`config.mk`:
```
export PLATFORM = sky130hd
export DESIGN_NAME = rational_fit_cost_evaluator_top_flat
export DESIGN_NICKNAME = d
export VERILOG_FILES = /design/src/sv/rfce_pkg.sv /design/src/sv/rfce_if.sv /design/src/sv/rfce_divider.sv /design/src/sv/rfce_mac.sv /design/src/sv/rational_fit_cost_evaluator_top.sv /design/src/flat_wrapper.sv
export SDC_FILE = /design/constraint.sdc
export NUM_CORES = 2
export LEC_CHECK = 0
export BUFFER_PORTS_ARGS = -buffer_cell sky130_fd_sc_hd__buf_2
export CELL_PAD_IN_SITES_DETAIL_PLACEMENT = 0
export CELL_PAD_IN_SITES_GLOBAL_PLACEMENT = 1
export CORE_MARGIN = 4
export CORE_UTILIZATION = 25
export DETAILED_ROUTE_END_ITERATION = 10
export PLACE_DENSITY = 0.53
export SLEW_MARGIN = 20
export SYNTH_ARGS = -nofsm -noshare
export SYNTH_HDL_FRONTEND = slang
export SYNTH_SLANG_ARGS = --single-unit
```
`constraint.sdc`:
```
create_clock -name clk_i -period 6.93 [get_ports clk_i]
set_clock_uncertainty 0.15 [all_clocks]
set_input_delay 1.0395 -clock clk_i [delete_from_list [all_inputs] [get_ports clk_i]]
set_output_delay 1.0395 -clock clk_i [all_outputs]
set_load 0.02 [all_outputs]
```
`src/sv/rfce_pkg.sv`:
```
package rfce_pkg;

  localparam int unsigned CoeffCount = 5;
  localparam int unsigned CfgIdxW    = 3;
  localparam int unsigned CfgDataW   = 63;

  localparam logic [CfgIdxW-1:0] RegNumConst  = 3'd0;
  localparam logic [CfgIdxW-1:0] RegNumLinear = 3'd1;
  localparam logic [CfgIdxW-1:0] RegDenSquare = 3'd2;
  localparam logic [CfgIdxW-1:0] RegDenLinear = 3'd3;
  localparam logic [CfgIdxW-1:0] RegDenConst  = 3'd4;
  localparam logic [CfgIdxW-1:0] RegPrecision = 3'd5;

  localparam logic [62:0] Max63 = {63{1'b1}};

  // Numerator magnitude below 2^49, shifted by 16 -> 65-bit dividend.
  localparam int unsigned DivNumW = 65;
  localparam int unsigned DivDenW = 66;
  localparam int unsigned DivCntW = 7;

  typedef struct packed {
    logic [62:0] cost;
    logic        improved;
    logic        done_res;
    logic        saturated;
  } rfce_res_t;

endpackage

```
`src/sv/rfce_if.sv`:
```
interface rfce_in_if;
  logic        valid;
  logic        ready;
  logic [31:0] sample_x;
  logic [31:0] sample_y;
  logic        last_sample;
  modport source (output valid, sample_x, sample_y, last_sample, input ready);
  modport sink (input valid, sample_x, sample_y, last_sample, output ready);
endinterface

interface rfce_out_if;
  logic        valid;
  logic        ready;
  logic [62:0] cost;
  logic        improved;
  logic        done_res;
  logic        saturated;
  modport source (output valid, cost, improved, done_res, saturated, input ready);
  modport sink (input valid, cost, improved, done_res, saturated, output ready);
endinterface

```
`src/sv/rfce_divider.sv`:
```
// Restoring divider, one quotient bit per cycle.
module rfce_divider import rfce_pkg::*; (
  input  logic                clk_i,
  input  logic                rst_ni,
  input  logic                start_i,
  input  logic [DivNumW-1:0]  num_i,
  input  logic [DivDenW-1:0]  den_i,
  output logic                fin_o,
  output logic [DivNumW-1:0]  quo_o
);

  logic [DivNumW-1:0] quo_q, quo_d;
  logic [DivDenW-1:0] rem_q, rem_d, den_q;
  logic [DivCntW-1:0] cnt_q, cnt_d;
  logic               busy_q, busy_d, fin_q, fin_d;
  logic [DivDenW:0]   trial;

  always_comb begin
    quo_d  = quo_q;
    rem_d  = rem_q;
    cnt_d  = cnt_q;
    busy_d = busy_q;
    fin_d  = 1'b0;
    trial  = {rem_q, quo_q[DivNumW-1]} - {1'b0, den_q};
    if (start_i) begin
      quo_d  = num_i;
      rem_d  = '0;
      cnt_d  = DivCntW'(DivNumW);
      busy_d = 1'b1;
    end else if (busy_q) begin
      if (!trial[DivDenW]) begin
        rem_d = trial[DivDenW-1:0];
        quo_d = {quo_q[DivNumW-2:0], 1'b1};
      end else begin
        rem_d = {rem_q[DivDenW-2:0], quo_q[DivNumW-1]};
        quo_d = {quo_q[DivNumW-2:0], 1'b0};
      end
      cnt_d = cnt_q - 1'b1;
      if (cnt_q == DivCntW'(1)) begin
        busy_d = 1'b0;
        fin_d  = 1'b1;
      end
    end
  end

  always_ff @(posedge clk_i or negedge rst_ni) begin
    if (!rst_ni) begin
      cnt_q  <= '0;
      busy_q <= 1'b0;
      fin_q  <= 1'b0;
    end else begin
      cnt_q  <= cnt_d;
      busy_q <= busy_d;
      fin_q  <= fin_d;
    end
  end

  always_ff @(posedge clk_i) begin
    quo_q <= quo_d;
    rem_q <= rem_d;
    if (start_i) den_q <= den_i;
  end

  assign fin_o  = fin_q;
  assign quo_o  = quo_q;

endmodule

```
`src/sv/rfce_mac.sv`:
```
// Shift-add multiplier: 2-bit digit of the multiplier per cycle, 33x33 signed.
module rfce_mac import rfce_pkg::*; (
  input  logic               clk_i,
  input  logic               rst_ni,
  input  logic               start_i,
  input  logic signed [32:0] a_i,
  input  logic signed [32:0] b_i,
  output logic               fin_o,
  output logic signed [63:0] p_o
);

  logic [32:0] mb_q;
  logic [63:0] ma_q;
  logic [63:0] acc_q;
  logic        neg_q, busy_q, fin_q;
  logic [4:0]  cnt_q;
  logic [32:0] amag, bmag;
  logic [63:0] addend;

  assign amag = a_i[32] ? 33'(-a_i) : a_i;
  assign bmag = b_i[32] ? 33'(-b_i) : b_i;
  assign addend = (mb_q[0] ? ma_q : 64'd0) + (mb_q[1] ? {ma_q[62:0], 1'b0} : 64'd0);

  always_ff @(posedge clk_i or negedge rst_ni) begin
    if (!rst_ni) begin
      busy_q <= 1'b0;
      fin_q  <= 1'b0;
      cnt_q  <= '0;
    end else begin
      fin_q <= 1'b0;
      if (start_i) begin
        busy_q <= 1'b1;
        cnt_q  <= 5'd16;
      end else if (busy_q) begin
        cnt_q <= cnt_q - 1'b1;
        if (cnt_q == 5'd0) begin
          busy_q <= 1'b0;
          fin_q  <= 1'b1;
        end
      end
    end
  end

  always_ff @(posedge clk_i) begin
    if (start_i) begin
      ma_q  <= {31'd0, amag};
      mb_q  <= bmag;
      acc_q <= '0;
      neg_q <= a_i[32] ^ b_i[32];
    end else if (busy_q) begin
      acc_q <= acc_q + addend;
      ma_q  <= {ma_q[61:0], 2'b00};
      mb_q  <= {2'b00, mb_q[32:2]};
    end
  end

  assign fin_o = fin_q;
  assign p_o   = neg_q ? -$signed(acc_q) : $signed(acc_q);

endmodule

```
`src/sv/rational_fit_cost_evaluator_top.sv`:
```
// Rational fit cost evaluator. Scores y = (b0 + b1*x) / (a0 + a1*x + a2*x^2)
// against a stream of Q16.16 samples, adding each squared error into a
// saturating Q31.32 sum; the word flagged last_sample yields one result word
// with the cost, improvement, done and saturation flags. One sample is in
// flight at a time. Each sample runs six 33x33 products on one shared
// 2-bit-per-cycle multiplier plus a restoring divider that produces one
// quotient bit per cycle; a zero denominator or a huge quotient or error
// skips the remaining work. A result word waits in an output register;
// the next sample is accepted meanwhile. Coefficients and the precision
// limit are written through the cfg port; the user must write them only
// while the block is idle, as the block itself does not enforce this.
module rational_fit_cost_evaluator_top import rfce_pkg::*; (
  input  logic                clk_i,
  input  logic                rst_ni,
  input  logic                cfg_we_i,
  input  logic [CfgIdxW-1:0]  cfg_idx_i,
  input  logic [CfgDataW-1:0] cfg_data_i,
  rfce_in_if.sink             in_if,
  rfce_out_if.source          out_if
);

  typedef enum logic [3:0] {
    StIdle, StXsq, StB1x, StA1x, StA2hi, StA2lo, StDen, StDiv, StErr, StSq, StAcc, StRes
  } state_e;

  state_e state_q;
  logic signed [31:0] coef_q [CoeffCount];
  logic signed [31:0] best_coef_q [CoeffCount];
  logic [62:0] limit_q, err_sum_q, best_q;
  logic        done_q, sat_q;
  logic signed [31:0] x_q, y_q;
  logic        last_q;
  logic [46:0] xsq_q;
  logic signed [49:0] num_q;
  logic signed [63:0] den_q;
  logic signed [63:0] err_q;
  logic [63:0] sq_q;
  logic        out_valid_q;
  rfce_res_t   res_q;

  logic               m_start, m_fin;
  logic signed [32:0] m_a, m_b;
  logic signed [63:0] m_p;
  logic               div_start, div_fin;
  logic [DivNumW-1:0] quo;
  logic [48:0]        nmag;
  logic [63:0]        dmag;
  logic signed [63:0] fl16;
  logic [63:0]        emag;
  logic [63:0]        sum;

  assign fl16 = m_p >>> 16;
  assign nmag = num_q[49] ? 49'(-num_q) : 49'(num_q);
  assign dmag = den_q[63] ? 64'(-den_q) : 64'(den_q);
  assign emag = err_q[63] ? 64'(-err_q) : 64'(err_q);
  assign sum  = {1'b0, err_sum_q} + sq_q;

  always_comb begin
    m_a = 33'(x_q);
    m_b = 33'(x_q);
    case (state_q)
      StB1x:  m_a = 33'(coef_q[RegNumLinear]);
      StA1x:  m_a = 33'(coef_q[RegDenLinear]);
      StA2hi: begin
        m_a = 33'(coef_q[RegDenSquare]);
        m_b = $signed({2'b00, xsq_q[46:16]});
      end
      StA2lo: begin
        m_a = 33'(coef_q[RegDenSquare]);
        m_b = $signed({17'd0, xsq_q[15:0]});
      end
      // |err| may reach 2^32-1; square it as an unsigned magnitude
      StSq:   begin m_a = $signed({1'b0, err_q[31:0]}); m_b = $signed({1'b0, err_q[31:0]}); end
      default: ;
    endcase
  end

  logic step_q;
  assign m_start = step_q;

  rfce_mac u_mac (
    .clk_i, .rst_ni, .start_i(m_start), .a_i(m_a), .b_i(m_b), .fin_o(m_fin), .p_o(m_p)
  );

  rfce_divider u_div (
    .clk_i, .rst_ni, .start_i(div_start),
    .num_i({nmag, 16'd0}), .den_i({2'd0, dmag}),
    .fin_o(div_fin), .quo_o(quo)
  );

  assign div_start = (state_q == StDen);
  assign in_if.ready = (state_q == StIdle) && !(out_valid_q && last_q);
  assign out_if.valid     = out_valid_q;
  assign out_if.cost      = res_q.cost;
  assign out_if.improved  = res_q.improved;
  assign out_if.done_res  = res_q.done_res;
  assign out_if.saturated = res_q.saturated;

  always_ff @(posedge clk_i or negedge rst_ni) begin
    if (!rst_ni) begin
      state_q     <= StIdle;
      step_q      <= 1'b0;
      out_valid_q <= 1'b0;
      err_sum_q   <= '0;
      best_q      <= Max63;
      done_q      <= 1'b0;
      sat_q       <= 1'b0;
      limit_q     <= '0;
      last_q      <= 1'b0;
      for (int i = 0; i < CoeffCount; i++) begin
        coef_q[i]      <= '0;
        best_coef_q[i] <= '0;
      end
      coef_q[RegDenConst] <= 32'sd65536;
    end else begin
      step_q <= 1'b0;
      if (out_if.valid && out_if.ready) out_valid_q <= 1'b0;
      if (cfg_we_i) begin
        if (cfg_idx_i == RegPrecision) limit_q <= cfg_data_i;
        else if (cfg_idx_i < RegPrecision) coef_q[cfg_idx_i] <= cfg_data_i[31:0];
      end
      case (state_q)
        StIdle: if (in_if.valid && in_if.ready) begin
          x_q     <= in_if.sample_x;
          y_q     <= in_if.sample_y;
          last_q  <= in_if.last_sample;
          step_q  <= 1'b1;
          state_q <= StXsq;
        end
        StXsq: if (m_fin) begin
          xsq_q <= 47'(m_p >>> 16);
          step_q <= 1'b1; state_q <= StB1x;
        end
        StB1x: if (m_fin) begin
          num_q <= 50'(coef_q[RegNumConst]) + 50'(fl16);
          step_q <= 1'b1; state_q <= StA1x;
        end
        StA1x: if (m_fin) begin
          den_q <= 64'(coef_q[RegDenConst]) + fl16;
          step_q <= 1'b1; state_q <= StA2hi;
        end
        StA2hi: if (m_fin) begin
          den_q <= den_q + m_p;
          step_q <= 1'b1; state_q <= StA2lo;
        end
        StA2lo: if (m_fin) begin
          den_q <= den_q + fl16;
          state_q <= StDen;
        end
        StDen: begin
          if (den_q == '0) begin
            err_sum_q <= Max63; sat_q <= 1'b1; state_q <= StAcc;
          end else state_q <= StDiv;
        end
        StDiv: if (div_fin) begin
          // quotient magnitude beyond 2^40 saturates
          if (quo > DivNumW'(64'd1 << 40)) begin
            err_sum_q <= Max63; sat_q <= 1'b1; state_q <= StAcc;
          end else begin
            err_q <= 64'(y_q) - ((num_q[49] ^ den_q[63]) ? -64'(quo) : 64'(quo));
            state_q <= StErr;
          end
        end
        StErr: begin
          if (emag[63:32] != '0) begin
            err_sum_q <= Max63; sat_q <= 1'b1; state_q <= StAcc;
          end else begin
            err_q <= $signed(emag); step_q <= 1'b1; state_q <= StSq;
          end
        end
        StSq: if (m_fin) begin
          sq_q <= m_p;
          state_q <= StRes;
        end
        StRes: begin
          // add and saturate; sq_q needs unsigned view (|err|<2^32)
          if (sq_q[63] || sum[63]) begin
            err_sum_q <= Max63; sat_q <= 1'b1;
          end else err_sum_q <= sum[62:0];
          state_q <= StAcc;
        end
        StAcc: begin
          if (!last_q) state_q <= StIdle;
          else if (!out_valid_q || out_if.ready) begin
            res_q.cost      <= err_sum_q;
            res_q.improved  <= err_sum_q < best_q;
            res_q.done_res  <= done_q || ((err_sum_q < best_q) && (err_sum_q < limit_q));
            res_q.saturated <= sat_q;
            if (err_sum_q < best_q) begin
              best_q <= err_sum_q;
              for (int i = 0; i < CoeffCount; i++) best_coef_q[i] <= coef_q[i];
              if (err_sum_q < limit_q) done_q <= 1'b1;
            end
            out_valid_q <= 1'b1;
            err_sum_q   <= '0;
            sat_q       <= 1'b0;
            last_q      <= 1'b0;
            state_q     <= StIdle;
          end
        end
        default: state_q <= StIdle;
      endcase
    end
  end

endmodule

```
`src/flat_wrapper.sv`:
```
// flat-port wrapper written by rule: the top's interface ports become plain ports
module rational_fit_cost_evaluator_top_flat import rfce_pkg::*;
  (clk_i, rst_ni, cfg_we_i, cfg_idx_i, cfg_data_i, in_if_valid, in_if_sample_x, in_if_sample_y, in_if_last_sample, in_if_ready, out_if_valid, out_if_cost, out_if_improved, out_if_done_res, out_if_saturated, out_if_ready);
  rfce_in_if in_if_i ();
  rfce_out_if out_if_i ();
  input  logic clk_i;
  input  logic rst_ni;
  input  logic cfg_we_i;
  input  logic [CfgIdxW-1:0] cfg_idx_i;
  input  logic [CfgDataW-1:0] cfg_data_i;
  input wire logic [$bits(in_if_i.valid)-1:0] in_if_valid;
  input wire logic [$bits(in_if_i.sample_x)-1:0] in_if_sample_x;
  input wire logic [$bits(in_if_i.sample_y)-1:0] in_if_sample_y;
  input wire logic [$bits(in_if_i.last_sample)-1:0] in_if_last_sample;
  output wire logic [$bits(in_if_i.ready)-1:0] in_if_ready;
  output wire logic [$bits(out_if_i.valid)-1:0] out_if_valid;
  output wire logic [$bits(out_if_i.cost)-1:0] out_if_cost;
  output wire logic [$bits(out_if_i.improved)-1:0] out_if_improved;
  output wire logic [$bits(out_if_i.done_res)-1:0] out_if_done_res;
  output wire logic [$bits(out_if_i.saturated)-1:0] out_if_saturated;
  input wire logic [$bits(out_if_i.ready)-1:0] out_if_ready;
  assign in_if_i.valid = in_if_valid;
  assign in_if_i.sample_x = in_if_sample_x;
  assign in_if_i.sample_y = in_if_sample_y;
  assign in_if_i.last_sample = in_if_last_sample;
  assign in_if_ready = in_if_i.ready;
  assign out_if_valid = out_if_i.valid;
  assign out_if_cost = out_if_i.cost;
  assign out_if_improved = out_if_i.improved;
  assign out_if_done_res = out_if_i.done_res;
  assign out_if_saturated = out_if_i.saturated;
  assign out_if_i.ready = out_if_ready;
  rational_fit_cost_evaluator_top u_core (.clk_i(clk_i), .rst_ni(rst_ni), .cfg_we_i(cfg_we_i), .cfg_idx_i(cfg_idx_i), .cfg_data_i(cfg_data_i), .in_if(in_if_i), .out_if(out_if_i));
endmodule
```
; Word-level counts from Yosys, hierarchy flattened
; Index checks and enable logic that the tools add are counted.
[word_totals]
word_cells = 228
output_inout_bits = 68
ff_bits = 1149
[op_classes]
n_lt_le_gt_ge = 6
add_sub_neg = 18
n_eq_ne = 31
reduce_logical = 39
n_bitwise = 4
muxes = 88
[op_table]
columns = op, n
row1 = $mux W64, 11
row2 = $mux W63, 8
row3 = $pmux W63 S5, 1
row4 = $neg A64 Y64, 4
row5 = $mux W33, 6
row6 = $add A64 B64 Y64, 3
row7 = $pmux W64 S3, 1
row8 = $bwmux W160, 1
row9 = $pmux W33 S4, 1
row10 = $mux W65, 2
row11 = $pmux W64 S2, 1
row12 = $lt A63 B63 Y1, 2
row13 = $pmux W33 S3, 1
row14 = $add A32 B48 Y49, 2
row15 = $demux W32 S3, 1
row16 = $sub A67 B64 Y67, 1
row17 = $mux W66, 1
row18 = $neg A33 Y33, 2
row19 = $gt A65 B41 Y1 const B, 1
row20 = $add A63 B64 Y64, 1
row21 = $add A64 B48 Y64, 1
row22 = $logic_not A64 Y1, 1
row23 = $sub A64 B64 Y64, 1
row24 = $mux W49, 1
row25 = other kinds (47), 131

; Depth between registers and ports, before layout
[logic_depth]
ltp_word = 6
ltp_mapped = 24
mapped_depth_nobuf = 23

; Cells and area by module
; A second synthesis with hierarchy kept.
[unflattened]
cells_unflattened = 8411
hier_area_um2 = 80081.8
[by_module_without_submodules]
columns = mod, cells_each, area_each_um2, instances
row1 = rational_fit_cost_evaluator_top, 5504, 53328.6, 1
row2 = rfce_mac, 1670, 14518.9, 1
row3 = rfce_divider, 1237, 12234.2, 1

; Least setup slack after synthesis
; OpenSTA, ideal clock, no wires.
[synth_timing]
path_kind = flip-flop to flip-flop
startpoint = register u_core.err_q[12]
endpoint = register u_core.err_q[10], enable pin
path_slack_ns = -0.259
synth_period_minus_slack_ns = 7.189
path_buffers = 1
arrival_ns = 6.612
setup_time_ns = 0.428
t_required_ns = 6.352
path_stages_with_launch = 12
path_cell_list = edfxtp_1 or4_1 or4_1 or4_1 clkbuf_1 a2111oi_0 o211ai_1 a221oi_1 and4_1 nand3_1 a21oi_1 a21boi_1
[synth_between]
elab_chain_cells = 5
[synth_lines]
columns = item, line
row1 = start: declaration, rational_fit_cost_evaluator_top.sv:36  ; logic signed [63:0] err_q;
row2 = start signal: assignment, rational_fit_cost_evaluator_top.sv:160  ; err_q <= 64'(y_q) - ((num_q[49] ^ den_q[63]) ? -64'(quo) : 64'(quo));
row3 = $neg A64 Y64, rational_fit_cost_evaluator_top.sv:55  ; assign emag = err_q[63] ? 64'(-err_q) : 64'(err_q);
row4 = $mux W64, rational_fit_cost_evaluator_top.sv:55
row5 = $reduce_bool A32 Y1, rational_fit_cost_evaluator_top.sv:165  ; if (emag[63:32] != '0) begin
row6 = $ne A2 B2 Y1 (no line), --
row7 = $reduce_and A6 Y1 (no line), --
; No other way between the ends. The select of a mux whose other input is x is not followed.
; A chain may end at the register's enable or synchronous reset.

; Worst setup path in the final report
[layout_timing]
startpoint = register u_core.u_mac.acc_q[10]
endpoint = register u_core.den_q[51] (data pin)
[layout_between]
elab_chain_cells = 5
elab_cells_between_ends = 9
classes_between = 4 x add/sub / 5 x mux
[layout_lines]
columns = item, line
row1 = start: declaration, rfce_mac.sv:14  ; logic [63:0] acc_q;
row2 = start signal: assignment, rfce_mac.sv:51  ; acc_q <= acc_q + addend;
row3 = $neg A64 Y64, rfce_mac.sv:58  ; assign p_o = neg_q ? -$signed(acc_q) : $signed(acc_q);
row4 = $mux W64 (*), rfce_mac.sv:58
row5 = $add A64 B48 Y64 (tied with other cells), rational_fit_cost_evaluator_top.sv:147  ; den_q <= den_q + fl16;
row6 = "$mux W64, on equally long branches", "rational_fit_cost_evaluator_top.sv:146, rational_fit_cost_evaluator_top.sv:138, rational_fit_cost_evaluator_top.sv:142"
row7 = $pmux W64 S3 (*), rational_fit_cost_evaluator_top.sv:122  ; case (state_q)
row8 = end signal: assignment, rational_fit_cost_evaluator_top.sv:139  ; den_q <= 64'(coef_q[RegDenConst]) + fl16;
row9 = end signal: assignment, rational_fit_cost_evaluator_top.sv:143  ; den_q <= den_q + m_p;
row10 = end signal: assignment, rational_fit_cost_evaluator_top.sv:147
row11 = end: declaration, rational_fit_cost_evaluator_top.sv:35  ; logic signed [63:0] den_q;
; Every way passes the cells marked *; elsewhere a longest branch is shown, timed or not. The select of a mux whose other input is x is not followed.

==> reports/summary.txt <==
Adder-cell share of the synthesized area = 10.0%
Setup bufs post-CTS = 0
Initial antenna violation count = 38
Netlist cell types = 88
Clock Latency Late Sink = 0.85 ns
DRT iter0 DRCs = 5799
Core footprint = 0.327 sq mm
Final setup violating endpoints = 0
Worst Setup SP = u_core.u_mac.acc_q[10]
Deepest clock path buffer count = 4
Worst r2r src = u_core.u_mac.acc_q[10]
Unrepaired setup endpoints after global routing = no
DRC viols = 0
Clock transition at the registers of the reported paths = 0.06 ns
DIE AREA = 0.337 sq mm
Peak VDD IR = 1.89 mV
Die X = 581 um
Hold Path Class = input port to flop
Fin crit period = 6.70 ns
Layout cells sized above 1 = 13.2%
Fmax = 149 MHz
Final ANT Viol Nets = 0
Syn_area_per_cell = 9.41 sq um
Crit Path Category = flop to flop
Combinational share of power = 65.9%
Routed via count = 69300
Worst rel slew slack = 15.2%
Largest area contributor in the netlist = edfxtp_1
Clk sinks = 1149
Syn Inst Count = 8716
Cell count after placement = 13100
RD Place Congestion = 0.939
Top FF cell, synth = edfxtp_1
Nets@finish = 9638
Core Rows = 210
GRT Util Overall = 18.2%
Vias per cell = 5.19
Leakage = 38.0 nW
Switch Pwr = 0.0285 W
Initial core utilization = 25.1%
Ranking of synthesized cells by area = edfxtp_1, dfrtp_1, ha_1
Largest family of logic cells by synthesized area = compound AO/OA/AOI/OAI gates
Hold slack = 0.236 ns
EDFF count, synth = 598
Critical path data arrival time = 7.10 ns
Register area share after synthesis = 37.7%
FF+latch count, synth = 1149
Status = complete, no violations
Vias in the first global route = 67800
Drt first pass iters = 8
Pwr/cell area = 605 mW/mm^2
CP required = 7.33 ns
Top-count cell post-synth = a21oi_1
Number of synthesis warnings = 0
P&R area growth vs syn = 14.8%
Final hold violations = 0
PortBufs = 203
Internal power = 0.0285 W
CTS tree = done
Drt wl/cell = 24.0 um
Drt total wl = 321000 um
GR Overflow Total = 0
Non-filler cells in the finished layout = 13400
Filler cells = 34700
Hold_sp = in_if_sample_x[16]
Clock power share = 14.5%
Post-synthesis cell area = 0.0820 sq mm
Largest net degree at the start of global routing = 198
Die Span Y = 581 um
Worst-Margin Slew = 1.27 ns
Syn_nets = 9469
Sw frac = 50.0%
CP Launch Type = flop
Multiplexer share of the synthesized area = 6.39%
Clock Tree Root = clkbuf_16
Synth top cells by count = a21oi_1, edfxtp_1, o21ai_0
Fraction of the mapped netlist area in compound gates = 19.7%
Fin crit share = 96.7%
CP Max Fanout = 9
First-pass GRT wire length = 468000 um
Post-Synth XOR/XNOR Area = 7.81%
# IOs = 204
CP endpoint kind = flop
Post-Synth Simple-Gate Area = 14.4%
H-tree levels = 4
Sequential group share of total power = 19.7%
Yosys top cell area share = 21.9%
Max cap viols = 0
Max Slew Vio Count = 0
Total CTS buffers = 156
Hpwl dp = 248000 um
Async SR Flop Fraction = 32.6%
-- cell usage in the layout (no fill, tap or decap), types with 93 or more instances in the layout --
cell       netlist  layout
nand2_1        528     526
a21oi_1        735     733
ha_1           548     548
dfxtp_1        177     177
inv_1          395     392
nand3_1        299     298
or3_1          134     132
clkbuf_16        0     159
nor3_1         118     111
xnor2_1        404     403
mux2_2         292     292
nand4_1        127     127
a31oi_1        134     134
nand2b_1        93      93
mux2i_1        195     194
nor2_1         483     478
o211ai_1       104     104
xor2_1         327     325
and2_1         152     151
a21o_1         299     299
buf_2            3     203
buf_4            0     245
o21ai_0        560     555
edfxtp_1       598     598
dfrtp_1        310     305
-- critical path, stage by stage (launching register included) --
cell	delay, ns
dfxtp_1	0.38
or4_1	0.62
nor4_1	0.29
buf_4	0.19
nand4_1	0.14
buf_4	0.23
or2_2	0.33
nand2b_1	0.23
nand2_1	0.17
xor2_1	0.32
mux2i_1	0.17
ha_1	0.48
nand4_1	0.18
or2_2	0.35
nor4_1	0.26
a22o_1	0.35
nor2_1	0.10
o31ai_1	0.38
a221oi_1	0.13
buf_4	0.18
o41ai_1	0.52
xnor2_1	0.18
o21ai_0	0.09
-- power by group through the flow --
stage,sequential (W),clock (W),combinational [W]
6_report,0.0112,0.00824,0.0375
5_1_grt,0.0114,0.00874,0.0409
4_1_cts,0.0112,0.00850,0.0376
3_5_place_dp,0.0114,0,0.0373
3_3_place_gp,0.0113,0,0.0372
2_1_floorplan,0.0108,0,0.0260
-- kinds of logic after synthesis --
group           count (synthesis)
fa+ha+maj                     617
mux                           487
compound gates               2563
buf+inv                       841
simple gates                 2327
xor+xnor                      731
flops                        1149
other cells                     1
-- repair_timing --
item,CTS,global route
hold endpoints to repair,12,0
gates resized for setup,0,14
endpoints found under the setup margin,0,15
hold buffers,1,0
-- cell type report --
cell class | instances | area, sq um | share of cell area, %
clock buffer | 202 | 4290 | 4.56
tap | 4346 | 5440 | 5.78
inverter | 395 | 1490 | 1.58
sequential | 1149 | 31000 | 32.9
antenna | 16 | 40.0 | 0.0425
multi-input combinational | 6726 | 48100 | 51.1
timing repair buffer | 457 | 3030 | 3.22
clock inverter | 74 | 776 | 0.824
-- through the flow --
stage / instance area [sq um] / TNS [ns] / power [W] / worst slack [ns] / util [%]
after floorplan: 82000 / 0 / 0.0368 / 0.429 / -
after global placement: 88900 / -0.0109 / 0.0486 / -0.0109 / 27.2
after detailed placement: 88900 / 0 / 0.0486 / 0.0613 / 27.2
after CTS: 94000 / 0 / 0.0573 / 0.0507 / 28.8
after global routing: 94100 / 0 / 0.0611 / 0.00521 / 28.8
final: 94100 / 0 / 0.0570 / 0.231 / 28.8
-- sequential cells by signal (all words and copies together), names as in the netlist, 64 cells and up --
signal and cells:
u_core.coef_q 160, u_core.den_q 64, u_core.err_q 64, u_core.sq_q 64, u_core.u_div.den_q 64, u_core.u_div.quo_o 65, u_core.u_div.rem_q 66, u_core.u_mac.acc_q 64
u_core.u_mac.ma_q 64
-- metal layers --
metal	share of wire [%]	wire [um]	global-route usage, %
met3	4.8	15400	2.39
met4	3.9	12600	6.57
met5	0.0062	20	0
met1	45	145000	24.9
met2	46	147000	29.5
-- path summary, 6_finish.rpt --
path	depth (start not counted)	endpoint	slack, ns
hold reg to reg	1	u_core.done_q	0.33
hold / removal	1	u_core.x_q[16]	0.24
setup reg to reg	22	u_core.den_q[51]	0.23
max in group asynchronous	5	u_core.coef_q[126]	4.11
min in group asynchronous	2	u_core.coef_q[131]	0.65
setup / recovery	22	u_core.den_q[51]	0.23
(Power assumes the default switching activity.)
